`config.mk`:
```
export PLATFORM = sky130hd
export DESIGN_NAME = multilevel_feedback_scheduler
export DESIGN_NICKNAME = d
export VERILOG_FILES = /design/src/rtl/core/mlfs_pkg.sv /design/src/rtl/core/mlfs_ctrl.sv /design/src/rtl/core/mlfs_dpath.sv /design/src/rtl/core/multilevel_feedback_scheduler.sv
export SDC_FILE = /design/constraint.sdc
export NUM_CORES = 1
export LEC_CHECK = 0
export BUFFER_PORTS_ARGS = -buffer_cell sky130_fd_sc_hd__buf_2
export CAP_MARGIN = 10
export CELL_PAD_IN_SITES_DETAIL_PLACEMENT = 0
export CELL_PAD_IN_SITES_GLOBAL_PLACEMENT = 1
export CORE_MARGIN = 4
export CORE_UTILIZATION = 50
export CTS_CLUSTER_DIAMETER = 40
export DETAILED_ROUTE_END_ITERATION = 10
export GPL_ROUTABILITY_DRIVEN = 0
export PLACE_DENSITY_LB_ADDON = 0.3
export SYNTH_ARGS = -nofsm -noshare
export SYNTH_HDL_FRONTEND = slang
export SYNTH_SLANG_ARGS = --single-unit
```
`constraint.sdc`:
```
create_clock -name clk_i -period 13.24 [get_ports clk_i]
set_input_delay 0 -clock clk_i [delete_from_list [all_inputs] [get_ports clk_i]]
set_output_delay 0 -clock clk_i [all_outputs]
set_load 0.005 [all_outputs]
```
`src/rtl/core/mlfs_pkg.sv`:
```
`default_nettype none
package mlfs_pkg;

  localparam int unsigned MaxJobsDef = 16;
  localparam logic [7:0]  TimeoutRst = 8'd20;
  localparam logic [1:0]  TopLvl     = 2'd3;

  // event codes
  localparam logic [2:0] EV_LOADED  = 3'd0;
  localparam logic [2:0] EV_FULL    = 3'd1;
  localparam logic [2:0] EV_TIMEOUT = 3'd2;
  localparam logic [2:0] EV_FINISH  = 3'd3;
  localparam logic [2:0] EV_DEMOTED = 3'd4;
  localparam logic [2:0] EV_REALTM  = 3'd5;
  localparam logic [2:0] EV_IDLE    = 3'd6;
  localparam logic [2:0] EV_DONE    = 3'd7;

  typedef struct packed {
    logic [15:0] arrival;
    logic [1:0]  base_lvl;
    logic [1:0]  lvl;
    logic [7:0]  burst;
    logic [7:0]  left;
    logic        ended;
    logic        started;
  } entry_t;

  typedef struct packed {
    logic ld;         // load a job, or report full
    logic done_halt;  // already halted tick
    logic scan_clr;
    logic scan_eval;
    logic set_halt;   // halt now and report
    logic rr_init;
    logic rr_eval;
    logic rd_sel;
    logic run_exec;
    logic emit_idle;
  } cmd_t;

  typedef struct packed {
    logic cnt_zero;
    logic halted;
    logic now_zero;
    logic scan_last;
    logic any_active;
    logic best_found;
    logic rr_hit;
    logic rr_done;
  } sts_t;

endpackage
`default_nettype wire

```
`src/rtl/core/mlfs_ctrl.sv`:
```
`default_nettype none
module mlfs_ctrl
  import mlfs_pkg::*;
(
  input  wire  clk_i,
  input  wire  rst_ni,
  input  wire  start,
  input  wire  cmd_i,
  input  sts_t sts_i,
  output cmd_t cmd_o,
  output logic busy
);

  localparam logic [2:0] ST_IDLE = 3'd0;
  localparam logic [2:0] ST_SRD  = 3'd1;
  localparam logic [2:0] ST_SEV  = 3'd2;
  localparam logic [2:0] ST_DEC  = 3'd3;
  localparam logic [2:0] ST_QRD  = 3'd4;
  localparam logic [2:0] ST_QEV  = 3'd5;
  localparam logic [2:0] ST_RRD  = 3'd6;
  localparam logic [2:0] ST_REX  = 3'd7;

  logic [2:0] state_q, state_d;

  always_ff @(posedge clk_i or negedge rst_ni) begin
    if (!rst_ni) begin
      state_q <= ST_IDLE;
    end else begin
      state_q <= state_d;
    end
  end

  assign busy = (state_q != ST_IDLE);

  always_comb begin
    cmd_o   = '0;
    state_d = state_q;
    case (state_q)
      ST_IDLE: begin
        if (start && !cmd_i) begin
          cmd_o.ld = 1'b1;
        end else if (start && sts_i.halted) begin
          cmd_o.done_halt = 1'b1;
        end else if (start) begin
          cmd_o.scan_clr = 1'b1;
          state_d = sts_i.cnt_zero ? ST_DEC : ST_SRD;
        end
      end
      ST_SRD: state_d = ST_SEV;
      ST_SEV: begin
        cmd_o.scan_eval = 1'b1;
        state_d = sts_i.scan_last ? ST_DEC : ST_SRD;
      end
      ST_DEC: begin
        if (!sts_i.any_active && !sts_i.now_zero) begin
          cmd_o.set_halt = 1'b1;
          state_d = ST_IDLE;
        end else if (sts_i.best_found) begin
          state_d = ST_RRD;
        end else if (sts_i.cnt_zero) begin
          cmd_o.emit_idle = 1'b1;
          state_d = ST_IDLE;
        end else begin
          cmd_o.rr_init = 1'b1;
          state_d = ST_QRD;
        end
      end
      ST_QRD: state_d = ST_QEV;
      ST_QEV: begin
        cmd_o.rr_eval = 1'b1;
        if (sts_i.rr_hit) begin
          state_d = ST_RRD;
        end else if (sts_i.rr_done) begin
          cmd_o.emit_idle = 1'b1;
          state_d = ST_IDLE;
        end else begin
          state_d = ST_QRD;
        end
      end
      ST_RRD: begin
        cmd_o.rd_sel = 1'b1;
        state_d = ST_REX;
      end
      ST_REX: begin
        cmd_o.run_exec = 1'b1;
        state_d = ST_IDLE;
      end
      default: state_d = ST_IDLE;
    endcase
  end

endmodule
`default_nettype wire

```
`src/rtl/core/mlfs_dpath.sv`:
```
`default_nettype none
module mlfs_dpath
  import mlfs_pkg::*;
#(
  parameter int unsigned MAX_JOBS = MaxJobsDef
) (
  input  wire         clk_i,
  input  wire         rst_ni,
  input  cmd_t        cmd_i,
  output sts_t        sts_o,
  input  wire  [15:0] arrival_i,
  input  wire  [1:0]  priority_req_i,
  input  wire  [7:0]  burst_i,
  input  wire         cfg_valid_i,
  input  wire  [7:0]  cfg_data_i,
  output logic        result_valid_o,
  output logic [2:0]  event_res_o,
  output logic [3:0]  job_id_o,
  output logic [1:0]  level_o,
  output logic [7:0]  remaining_o,
  output logic        first_run_o,
  output logic [15:0] tick_time_o,
  output logic [15:0] turnaround_o,
  output logic [15:0] waiting_o,
  output logic        last_o
);

  localparam int unsigned IW = (MAX_JOBS > 1) ? $clog2(MAX_JOBS) : 1;
  localparam int unsigned CW = $clog2(MAX_JOBS + 1);

  entry_t tbl_q [MAX_JOBS];
  entry_t rd_q;
  entry_t wr_data;
  logic          we;
  logic [IW-1:0] wr_addr, rd_addr;

  logic [CW-1:0] count_q, count_d, n_q, n_d;
  logic [IW-1:0] idx_q, idx_d, sel_q, sel_d, rr_q, rr_d;
  logic [1:0]    best_q, best_d;
  logic          active_q, active_d, halted_q, halted_d;
  logic [15:0]   now_q, now_d;
  logic [7:0]    limit_q;

  logic          ov_d;
  logic [2:0]    ev_d;
  logic [IW-1:0] id_d;
  logic [1:0]    lvl_d;
  logic [7:0]    rem_d;
  logic          first_d, last_d;
  logic [15:0]   tick_d, tat_d, wt_d;

  logic [16:0] age, tat17, wt17;
  logic        arrived, timed, idx_last, rr_ok;
  logic [7:0]  left1;
  logic [IW-1:0] idx_nx;

  always_ff @(posedge clk_i) begin
    if (we) begin
      tbl_q[wr_addr] <= wr_data;
    end
    rd_q <= tbl_q[rd_addr];
  end

  assign rd_addr  = cmd_i.rd_sel ? sel_q : idx_q;
  assign age      = {1'b0, now_q} - {1'b0, rd_q.arrival};
  assign arrived  = !age[16];
  assign timed    = arrived && (age[15:0] > {8'd0, limit_q});
  assign idx_last = (CW'(idx_q) == CW'(count_q - CW'(1)));
  assign idx_nx   = idx_last ? '0 : IW'(idx_q + IW'(1));
  assign rr_ok    = !rd_q.ended && arrived && (rd_q.lvl == TopLvl);
  assign left1    = rd_q.left - 8'd1;
  assign tat17    = {1'b0, now_q} + 17'd1 - {1'b0, rd_q.arrival};
  assign wt17     = tat17 - {9'd0, rd_q.burst};

  always_comb begin
    sts_o.cnt_zero   = (count_q == '0);
    sts_o.halted     = halted_q;
    sts_o.now_zero   = (now_q == 16'd0);
    sts_o.scan_last  = idx_last;
    sts_o.any_active = active_q;
    sts_o.best_found = (best_q != TopLvl);
    sts_o.rr_hit     = rr_ok;
    sts_o.rr_done    = (n_q == CW'(count_q - CW'(1)));
  end

  always_comb begin
    count_d = count_q; n_d = n_q; idx_d = idx_q; sel_d = sel_q; rr_d = rr_q;
    best_d = best_q; active_d = active_q; halted_d = halted_q; now_d = now_q;
    we = 1'b0; wr_addr = idx_q; wr_data = rd_q;
    ov_d = 1'b0; ev_d = EV_IDLE; id_d = '0; lvl_d = '0; rem_d = '0;
    first_d = 1'b0; last_d = 1'b1; tick_d = now_q; tat_d = '0; wt_d = '0;

    if (cmd_i.ld) begin
      ov_d = 1'b1;
      if (count_q >= CW'(MAX_JOBS)) begin
        ev_d = EV_FULL;
      end else begin
        we = 1'b1;
        wr_addr = count_q[IW-1:0];
        wr_data = '{arrival: arrival_i, base_lvl: priority_req_i, lvl: priority_req_i,
                    burst: burst_i, left: burst_i, ended: 1'b0, started: 1'b0};
        count_d = CW'(count_q + CW'(1));
        ev_d = EV_LOADED; id_d = count_q[IW-1:0]; lvl_d = priority_req_i; rem_d = burst_i;
      end
    end
    if (cmd_i.done_halt) begin
      ov_d = 1'b1; ev_d = EV_DONE;
    end
    if (cmd_i.scan_clr) begin
      idx_d = '0; best_d = TopLvl; active_d = 1'b0;
    end
    if (cmd_i.scan_eval) begin
      idx_d = idx_nx;
      if (!rd_q.ended) begin
        if (timed) begin
          we = 1'b1;
          wr_data.ended = 1'b1;
          ov_d = 1'b1; last_d = 1'b0; ev_d = EV_TIMEOUT; id_d = idx_q;
          lvl_d = rd_q.lvl; rem_d = rd_q.left; tat_d = age[15:0];
          wt_d = (age[15:0] >= {8'd0, rd_q.burst}) ? age[15:0] - {8'd0, rd_q.burst} : 16'd0;
        end else begin
          active_d = 1'b1;
          if (arrived && rd_q.lvl < best_q) begin
            best_d = rd_q.lvl; sel_d = idx_q;
          end
        end
      end
    end
    if (cmd_i.set_halt) begin
      halted_d = 1'b1; ov_d = 1'b1; ev_d = EV_DONE;
    end
    if (cmd_i.rr_init) begin
      idx_d = rr_q; n_d = '0;
    end
    if (cmd_i.rr_eval) begin
      if (rr_ok) begin
        sel_d = idx_q; rr_d = idx_nx;
      end else begin
        idx_d = idx_nx; n_d = CW'(n_q + CW'(1));
      end
    end
    if (cmd_i.emit_idle) begin
      ov_d = 1'b1; ev_d = EV_IDLE; now_d = now_q + 16'd1;
    end
    if (cmd_i.run_exec) begin
      now_d = now_q + 16'd1;
      we = 1'b1; wr_addr = sel_q;
      wr_data.started = 1'b1; wr_data.left = left1;
      ov_d = 1'b1; id_d = sel_q; first_d = !rd_q.started;
      if (left1 == 8'd0) begin
        wr_data.ended = 1'b1;
        ev_d = EV_FINISH; lvl_d = rd_q.lvl; tick_d = tat17[15:0] + rd_q.arrival;
        tat_d = tat17[16] ? 16'hFFFF : tat17[15:0];
        wt_d = (tat17 < {9'd0, rd_q.burst}) ? 16'd0 :
               (wt17[16] ? 16'hFFFF : wt17[15:0]);
      end else if (rd_q.base_lvl != 2'd0) begin
        wr_data.lvl = (rd_q.lvl == TopLvl) ? TopLvl : rd_q.lvl + 2'd1;
        ev_d = EV_DEMOTED; lvl_d = wr_data.lvl; rem_d = left1;
      end else begin
        ev_d = EV_REALTM; lvl_d = rd_q.lvl; rem_d = left1;
      end
    end
  end

  always_ff @(posedge clk_i or negedge rst_ni) begin
    if (!rst_ni) begin
      count_q <= '0; rr_q <= '0; now_q <= '0; halted_q <= 1'b0;
      limit_q <= TimeoutRst; result_valid_o <= 1'b0;
      best_q <= TopLvl; active_q <= 1'b0; n_q <= '0; idx_q <= '0; sel_q <= '0;
    end else begin
      count_q <= count_d; rr_q <= rr_d; now_q <= now_d; halted_q <= halted_d;
      best_q <= best_d; active_q <= active_d; n_q <= n_d; idx_q <= idx_d; sel_q <= sel_d;
      result_valid_o <= ov_d;
      if (cfg_valid_i) begin
        limit_q <= cfg_data_i;
      end
    end
  end

  always_ff @(posedge clk_i) begin
    event_res_o  <= ev_d;
    job_id_o     <= 4'(id_d);
    level_o      <= lvl_d;
    remaining_o  <= rem_d;
    first_run_o  <= first_d;
    tick_time_o  <= tick_d;
    turnaround_o <= tat_d;
    waiting_o    <= wt_d;
    last_o       <= last_d;
  end

  a_timeout_not_last: assert property (@(posedge clk_i) disable iff (!rst_ni)
    result_valid_o && event_res_o == EV_TIMEOUT |-> !last_o) else $error("timeout last");
  a_count_bound: assert property (@(posedge clk_i) disable iff (!rst_ni)
    count_q <= CW'(MAX_JOBS)) else $error("count overflow");
  a_halt_sticky: assert property (@(posedge clk_i) disable iff (!rst_ni)
    halted_q |=> halted_q) else $error("halt cleared");
  a_one_cmd_emit: assert property (@(posedge clk_i) disable iff (!rst_ni)
    cmd_i.run_exec |-> !cmd_i.emit_idle && !cmd_i.scan_eval) else $error("cmd clash");

endmodule
`default_nettype wire

```
`src/rtl/core/multilevel_feedback_scheduler.sv`:
```
`default_nettype none
// Multilevel feedback queue scheduler with job timeout. Pulse start while busy
// is low: cmd_i=0 loads one job (one word back in the next cycle), cmd_i=1
// runs a tick. A tick walks the job table once, reading and then evaluating
// each job, for timeouts and the level 0..2 pick, then, if nothing was found
// there, walks it again in the same way for the round-robin level-3 pick; the
// table sits in a memory with a registered read port and a separate write
// port, and that read sets the pace. The final word of a tick is shown as
// busy goes low again. Each result word is shown for one cycle under
// result_valid_o with last_o on the final word of an item; the receiver
// cannot stall, so it must take every word as it comes. The timeout register
// may be written any time through the cfg channel (always ready).
module multilevel_feedback_scheduler
  import mlfs_pkg::*;
#(
  parameter int unsigned MAX_JOBS = MaxJobsDef
) (
  input  wire         clk_i,
  input  wire         rst_ni,
  input  wire         start,
  output logic        busy,
  input  wire         cmd_i,
  input  wire  [15:0] arrival_i,
  input  wire  [1:0]  priority_req_i,
  input  wire  [7:0]  burst_i,
  input  wire         cfg_valid_i,
  output logic        cfg_ready_o,
  input  wire  [7:0]  cfg_data_i,
  output logic        result_valid_o,
  output logic [2:0]  event_res_o,
  output logic [3:0]  job_id_o,
  output logic [1:0]  level_o,
  output logic [7:0]  remaining_o,
  output logic        first_run_o,
  output logic [15:0] tick_time_o,
  output logic [15:0] turnaround_o,
  output logic [15:0] waiting_o,
  output logic        last_o
);

  cmd_t cmd;
  sts_t sts;

  // config register takes writes every cycle
  assign cfg_ready_o = 1'b1;

  mlfs_ctrl u_ctrl (
    .clk_i  (clk_i),
    .rst_ni (rst_ni),
    .start  (start),
    .cmd_i  (cmd_i),
    .sts_i  (sts),
    .cmd_o  (cmd),
    .busy   (busy)
  );

  mlfs_dpath #(
    .MAX_JOBS (MAX_JOBS)
  ) u_dpath (
    .clk_i          (clk_i),
    .rst_ni         (rst_ni),
    .cmd_i          (cmd),
    .sts_o          (sts),
    .arrival_i      (arrival_i),
    .priority_req_i (priority_req_i),
    .burst_i        (burst_i),
    .cfg_valid_i    (cfg_valid_i),
    .cfg_data_i     (cfg_data_i),
    .result_valid_o (result_valid_o),
    .event_res_o    (event_res_o),
    .job_id_o       (job_id_o),
    .level_o        (level_o),
    .remaining_o    (remaining_o),
    .first_run_o    (first_run_o),
    .tick_time_o    (tick_time_o),
    .turnaround_o   (turnaround_o),
    .waiting_o      (waiting_o),
    .last_o         (last_o)
  );

endmodule
`default_nettype wire

```
Word-level counts from Yosys, hierarchy flattened. Memory sizes are Yosys's and may differ from the RTL's. A register that Yosys moved wholly into a read port is not among the register bits. Cells that the tools add are included.

Muxes and demuxes: 138. Equal/unequal tests: 14. $lt $le $gt $ge: 5. Reduce and logical (&&, ||, !) cells: 24. Shifts and indexed selects: 0. Divide/modulo/power cells: 0. Bitwise gates (word level): 2. $add $sub $neg: 13. Multipliers: 0.

Operators with widths (number): two-way mux 16 bit (18); two-way mux 4 bit (22); two-way mux 38 bit (2); two-way mux 8 bit (7); two-way mux 3 bit (18); two-way mux 1 bit (44); two-way mux 2 bit (21); one-hot mux 3 bit (8 select lines) (1); adder 16 x 1 -> 17 bit, second input constant (1); less-than comparator 17 x 8 -> 1 bit (1); subtractor 16 x 16 -> 17 bit (1); subtractor 17 x 16 -> 17 bit (1); subtractor 17 x 8 -> 17 bit (1); adder 16 x 1 -> 16 bit, second input constant (1); adder 16 bit (1); >= comparator 16 x 8 -> 1 bit (1); > comparator 16 x 8 -> 1 bit (1); logical NOT 16 bit (1); subtractor 16 x 8 -> 16 bit (1); two-way mux 5 bit (3); equality test 3 bit, second input constant (4); adder 5 x 1 -> 5 bit, second input constant (2); two-way mux 10 bit (1); logical NOT 8 bit (1); 23 further kinds (41).

Register bits after elaboration: 121. Output and inout bits: 70. Input port bits: 39. Memory bits (read-only): 0. Word-level logic and storage cells: 218. Bits in latches: 0. Bits in writable memories: 608. Memories: 1.

Memories: u_dpath.tbl_q (depth 16, width 38, rd ports 1, clocked after memory_dff 1, write ports 1, line mlfs_dpath.sv:31) `entry_t tbl_q [MAX_JOBS];`.

Longest topological paths before layout.
Depth after elaboration: 12. Mapped depth: 21.

By module. Synthesis repeated with hierarchy kept, for this count alone.

Cells, all modules: 2268. Area, all modules: 33497.1 µm².

By module, submodules not included: mlfs_dpath (area each 33195.6 µm², seq. area each 21640.8 µm², instances 1, cells each 2229); mlfs_ctrl (area each 290.3 µm², seq. area each 75.1 µm², instances 1, cells each 37); multilevel_feedback_scheduler (area each 11.3 µm², seq. area each 0.0 µm², instances 1, cells each 2).

Least setup slack after synthesis. OpenSTA, ideal clock, no wires.

Path type: reg2reg. From: register u_dpath.now_q[0]. To: memory u_dpath.tbl_q[13][0] (netlist bit) (enable). Data required time: 12.807 ns. Path slack: 8.008 ns. Period minus slack after synthesis: 5.232 ns. Data arrival time: 4.799 ns. Cell stages (with the launch flop): 17. Cells stage by stage: dfrtp_1 -> inv_1 -> ha_1 -> fa_1 -> and3b_1 -> nor2_1 -> o21ai_0 -> xor2_1 -> ha_1 -> nand4_1 -> a21oi_1 -> a2111oi_0 -> o221ai_1 -> nor4_4 -> o31ai_1 -> nand2_1 -> nor2_1.

Word-level cells in the longest chain between the ends: 9. Elaborated cells between the ends (all ways): 10. Those cells by class: 1 x add/sub; 1 x order compare; 6 x mux; 2 x reduce/logical.

RTL lines: from (decl) (line mlfs_dpath.sv:41) `logic [15:0] now_q, now_d;`; from (signal assigned) (line mlfs_dpath.sv:171) `count_q <= count_d; rr_q <= rr_d; now_q <= now_d; halted_q <= halted_d;`; subtractor 16 x 16 -> 17 bit (*) (line mlfs_dpath.sv:65) `assign age = {1'b0, now_q} - {1'b0, rd_q.arrival};`; > comparator 16 x 8 -> 1 bit or logical NOT 1 bit (tied branches) (line mlfs_dpath.sv:67, mlfs_dpath.sv:66); logical AND 1 bit (*) (line mlfs_dpath.sv:67) `assign timed = arrived && (age[15:0] > {8'd0, limit_q});`; two-way mux 1 bit (*) (line mlfs_dpath.sv:115) `if (timed) begin`; two-way mux 1 bit (*) (line mlfs_dpath.sv:114) `if (!rd_q.ended) begin`; two-way mux 1 bit (*) (line mlfs_dpath.sv:112) `if (cmd_i.scan_eval) begin`; two-way mux 1 bit (*) (line mlfs_dpath.sv:145) `if (cmd_i.run_exec) begin`; two-way mux 1 bit (*) (line mlfs_dpath.sv:58) `if (we) begin`; two-way mux 1 bit (not written as such) (*) (line mlfs_dpath.sv:59) `tbl_q[wr_addr] <= wr_data;`; to (decl) (line mlfs_dpath.sv:31).

Every way passes the cells marked *; elsewhere a longest branch is shown, timed or not.

Worst setup path after layout.
From: register u_dpath.now_q[0]. To: memory u_dpath.tbl_q[8][18] (netlist bit) (enable).

Same word-level chain as after synthesis.

==> summary.txt <==
Clock network
  – Clk_lat worst skew: 660 ps
  – Clock Pin Slew Worst Setup and Hold Paths: 60 ps
  – PostCTS Resize Cnt: 0
  – # H-tree levels: 3
  – CTS Buf Count: 99
  – Clock tree root driver cell: clkbuf_16
  – Sink Count: 767
  – Max clock buf depth: 3
  – CTS tree: yes
  – Post-CTS Setup Bufs: 0

Logic synthesis
  – Synth Flop Type: edfxtp_1
  – Fraction of registers with async set/reset: 7.040%
  – Main area contributors after synthesis: edfxtp_1 (55%), mux4_2 (10%), dfxtp_1 (6.3%)
  – Synth top area share: 54.73%
  – Commonest cells in the netlist: edfxtp_1 (608), nand2_1 (220), mux4_2 (152)
  – Most frequent cell after synthesis: edfxtp_1
  – Sequential fraction of the synthesis area: between 60 and 70%
  – Post-synth EDFFs: 608
  – Post-synth net total: 2380
  – Cell taking the most area after synthesis: edfxtp_1
  – Post-Syn Instances: 2241
  – Cell variety after synth: 86
  – Yosys Warn Count: 0
  – Number of synthesized register bits: 767
  – Syn avg cell area: 14.89 sq um
  – Netlist Area Pre-Place: 33360 sq um

Route
  – Initial DRC Count: approximately 2000
  – Final Routed Wirelength: 87420 microns
  – DR WL/cell: 25.63 microns
  – Drt first pass iters: 5
  – DRC Markers: 0
  – Vias: around 20000
  – Via density: 5.991
  – ANT nets after route: 0

Timing
  – Max Fclk: 170.7 MHz
  – Unrepaired setup endpoints after global routing: no
  – Endpoints failing setup: 0
  – Fin. Hold Viols: 0
  – Setup TNS: 0 ps
  – Fin. max-slew vios: 0
  – Rel. slew slack: 14.50%
  – Post-route minimum period: 5857 ps
  – Worst-Margin Slew: 1269 ps
  – Worst Skew: 60.16 ps
  – Fin crit share: 44.24%

Power
  – Pwr dens: approximately 260 nW/um^2
  – Sw Share: 37.12%
  – Worst vdd ir: 189.8 uV
  – Cell-internal power: 6.316 mW
  – Flop pwr share: roughly a third
  – Combinational share of power: 39.6%
  – NetSw: 3.729 mW
  – Clock group share of total power: 27.3%
  – Static Leak: 14.17 nW

Worst setup path
  – Crit path max-delay family: compound AO/OA/AOI/OAI gates
  – Crit Path Class: reg2reg
  – CP max stage cell: o21ai_0
  – Cell Chain, Critical Path: inv_1 -> ha_1 -> fa_1 -> and3b_1 -> nor2_1 -> o21ai_0 -> xor2_1 -> ha_1 -> nand4_1 -> a21oi_1 -> a2111oi_0 -> o221ai_1 -> nor4_4 -> nor3_1 -> o21ai_0 -> nor2_4 -> buf_4
  – Crit path largest cell delay: 1030 ps
  – Crit Path Max Fanout: 38
  – CP arrival: 6180 ps
  – CP Buf/Inv Count: 2
  – Crit start category: register
  – Critical Path RT: 13560 ps
  – Crit path capture type: register

Global route
  – Total gr overflow: 0
  – Number of global-route vias before repair: between 20000 and 25000
  – Largest net degree at the start of global routing: 77
  – First-pass GRT wire length: approximately 130000 microns
  – Initial antenna violation count: 2
  – GRT Util Overall: between 20% and 30%

Placement
  – IO Port Bufs: 107
  – Post-DP HPWL: 56660 microns

Final layout
  – Area growth syn-to-layout: 17.42%
  – Total Nets Final: 2596
  – Fraction of layout instances using a drive strength above 1: 21.82%
  – Util after Layout: 59.37%

Floorplan
  – Die Height: about 270 microns
  – Initial core utilization: 50.56%
  – Die area: 70920 sq um
  – Die width: 266.3 microns
  – I/O pins: 109
  – Core footprint: 65980 sq um
  – # rows: 94

Run
  – Max Cap Viol: 0

Hold path
  – Hold Path Class: in2async

Outcome
  – Status: complete, no violations
==> kinds of logic after synthesis <==
logic type,Yosys count,share of synthesized area (%)
other cells,1,0.01124
compound gates,393,7.827
flops,767,65.09
simple gates,529,7.411
buf+inv,188,2.186
fa+ha+maj,100,4.155
xor+xnor,91,2.411
mux,172,10.91
==> sequential cells by signal, indices dropped and copies added, names as in the netlist, 2 cells and up <==
name,flops
u_dpath.n_q,5
u_dpath.limit_q,8
u_dpath.now_q,16
u_dpath.best_q,2
u_dpath.turnaround_o,16
u_dpath.sel_q,4
u_dpath.job_id_o,4
u_dpath.waiting_o,16
u_dpath.count_q,5
u_dpath.level_o,2
u_dpath.rd_q,38
u_dpath.tick_time_o,16
u_dpath.event_res_o,3
u_dpath.remaining_o,8
u_ctrl.state_q,3
u_dpath.tbl_q,608
u_dpath.rr_q,4
u_dpath.idx_q,4
==> worst register-to-register path: stages, from the launching register on <==
cell and delay, ps:
dfrtp_1 470, inv_1 150, ha_1 250, fa_1 410, and3b_1 280, nor2_1 80
o21ai_0 200, xor2_1 310, ha_1 310, nand4_1 130, a21oi_1 60, a2111oi_0 420
o221ai_1 260, nor4_4 560, nor3_1 170, o21ai_0 1030, nor2_4 50, buf_4 360
==> power by group through the flow <==
stage / registers (mW) / clock network (mW) / logic [mW]
4_1_cts: 3.32 / 2.78 / 3.98
3_5_place_dp: 3.36 / 0 / 3.94
5_1_grt: 3.34 / 2.90 / 4.35
2_1_floorplan: 3.28 / 0 / 2.79
6_report: 3.32 / 2.74 / 3.98
3_3_place_gp: 3.36 / 0 / 3.90
==> path summary, 6_finish.rpt <==
path / from / to / slack, ps / cells past startpoint
worst max register to register: u_dpath.now_q[0] / u_dpath.tbl_q[8][18] / 7380 / 17
min in group clk_i: arrival_i[2] / u_dpath.tbl_q[7][24] / 70 / 4
max in group asynchronous: rst_ni / u_dpath.halted_q / 12620 / 3
worst max-delay path: u_dpath.now_q[0] / u_dpath.tbl_q[8][18] / 7380 / 17
worst min-delay path: rst_ni / u_dpath.now_q[10] / 40 / 3
worst min register to register: u_dpath.rd_q[0] / u_dpath.first_run_o / 450 / 1
==> routing by layer <==
layer,global-route usage (%),wire [microns],vias to the layer above
met1,34.49,36400,10460
li1,-,-,9054
met2,40.92,42850,782
met4,6.596,2066,0
met3,4.368,6098,133
met5,0,0,-
==> layout by cell type, fill, tap and decap left out, types with 43 or more instances in the layout <==
cell / instances
edfxtp_1: 608
nand2_1: 220
mux4_2: 152
buf_2: 107
dfxtp_1: 105
clkbuf_16: 100
nor2_1: 97
o21ai_0: 91
inv_1: 88
ha_1: 82
buf_4: 61
xnor2_1: 55
a21oi_1: 55
a31oi_1: 52
dfrtp_1: 50
dlygate4sd3_1: 46
and2_1: 43
a211oi_1: 43
==> through the flow <==
step,setup slack [ps],hold slack [ps],std cells,total power [mW],instance area [sq um]
6_report,7383,43.58,3410,10.04,39170
3_3_place_gp,7702,201.1,3174,7.255,35220
2_1_floorplan,8008,-295.6,2241,6.070,33360
5_1_grt,7071,39.67,3408,10.59,39170
3_5_place_dp,7469,184.7,3174,7.302,35220
4_1_cts,7458,10.22,3408,10.08,39170
==> cell type report <==
class / count / area (sq um)
sequential: 767 / 21720
multi-input combinational: 1286 / 11090
inverter: 89 / 334.1
clock buffer: 114 / 2615
fill: 4997 / 26810
clock inverter: 74 / 873.3
tap: 864 / 1081
timing repair buffer: 214 / 1454
antenna: 2 / 5.005
==> what timing repair did <==
action                                  in CTS  in global routing
hold endpoints to repair                   256                  0
endpoints found under the setup margin       0                  0
hold buffers                                46                  0
Note: power is estimated with default switching activity, not from simulation.
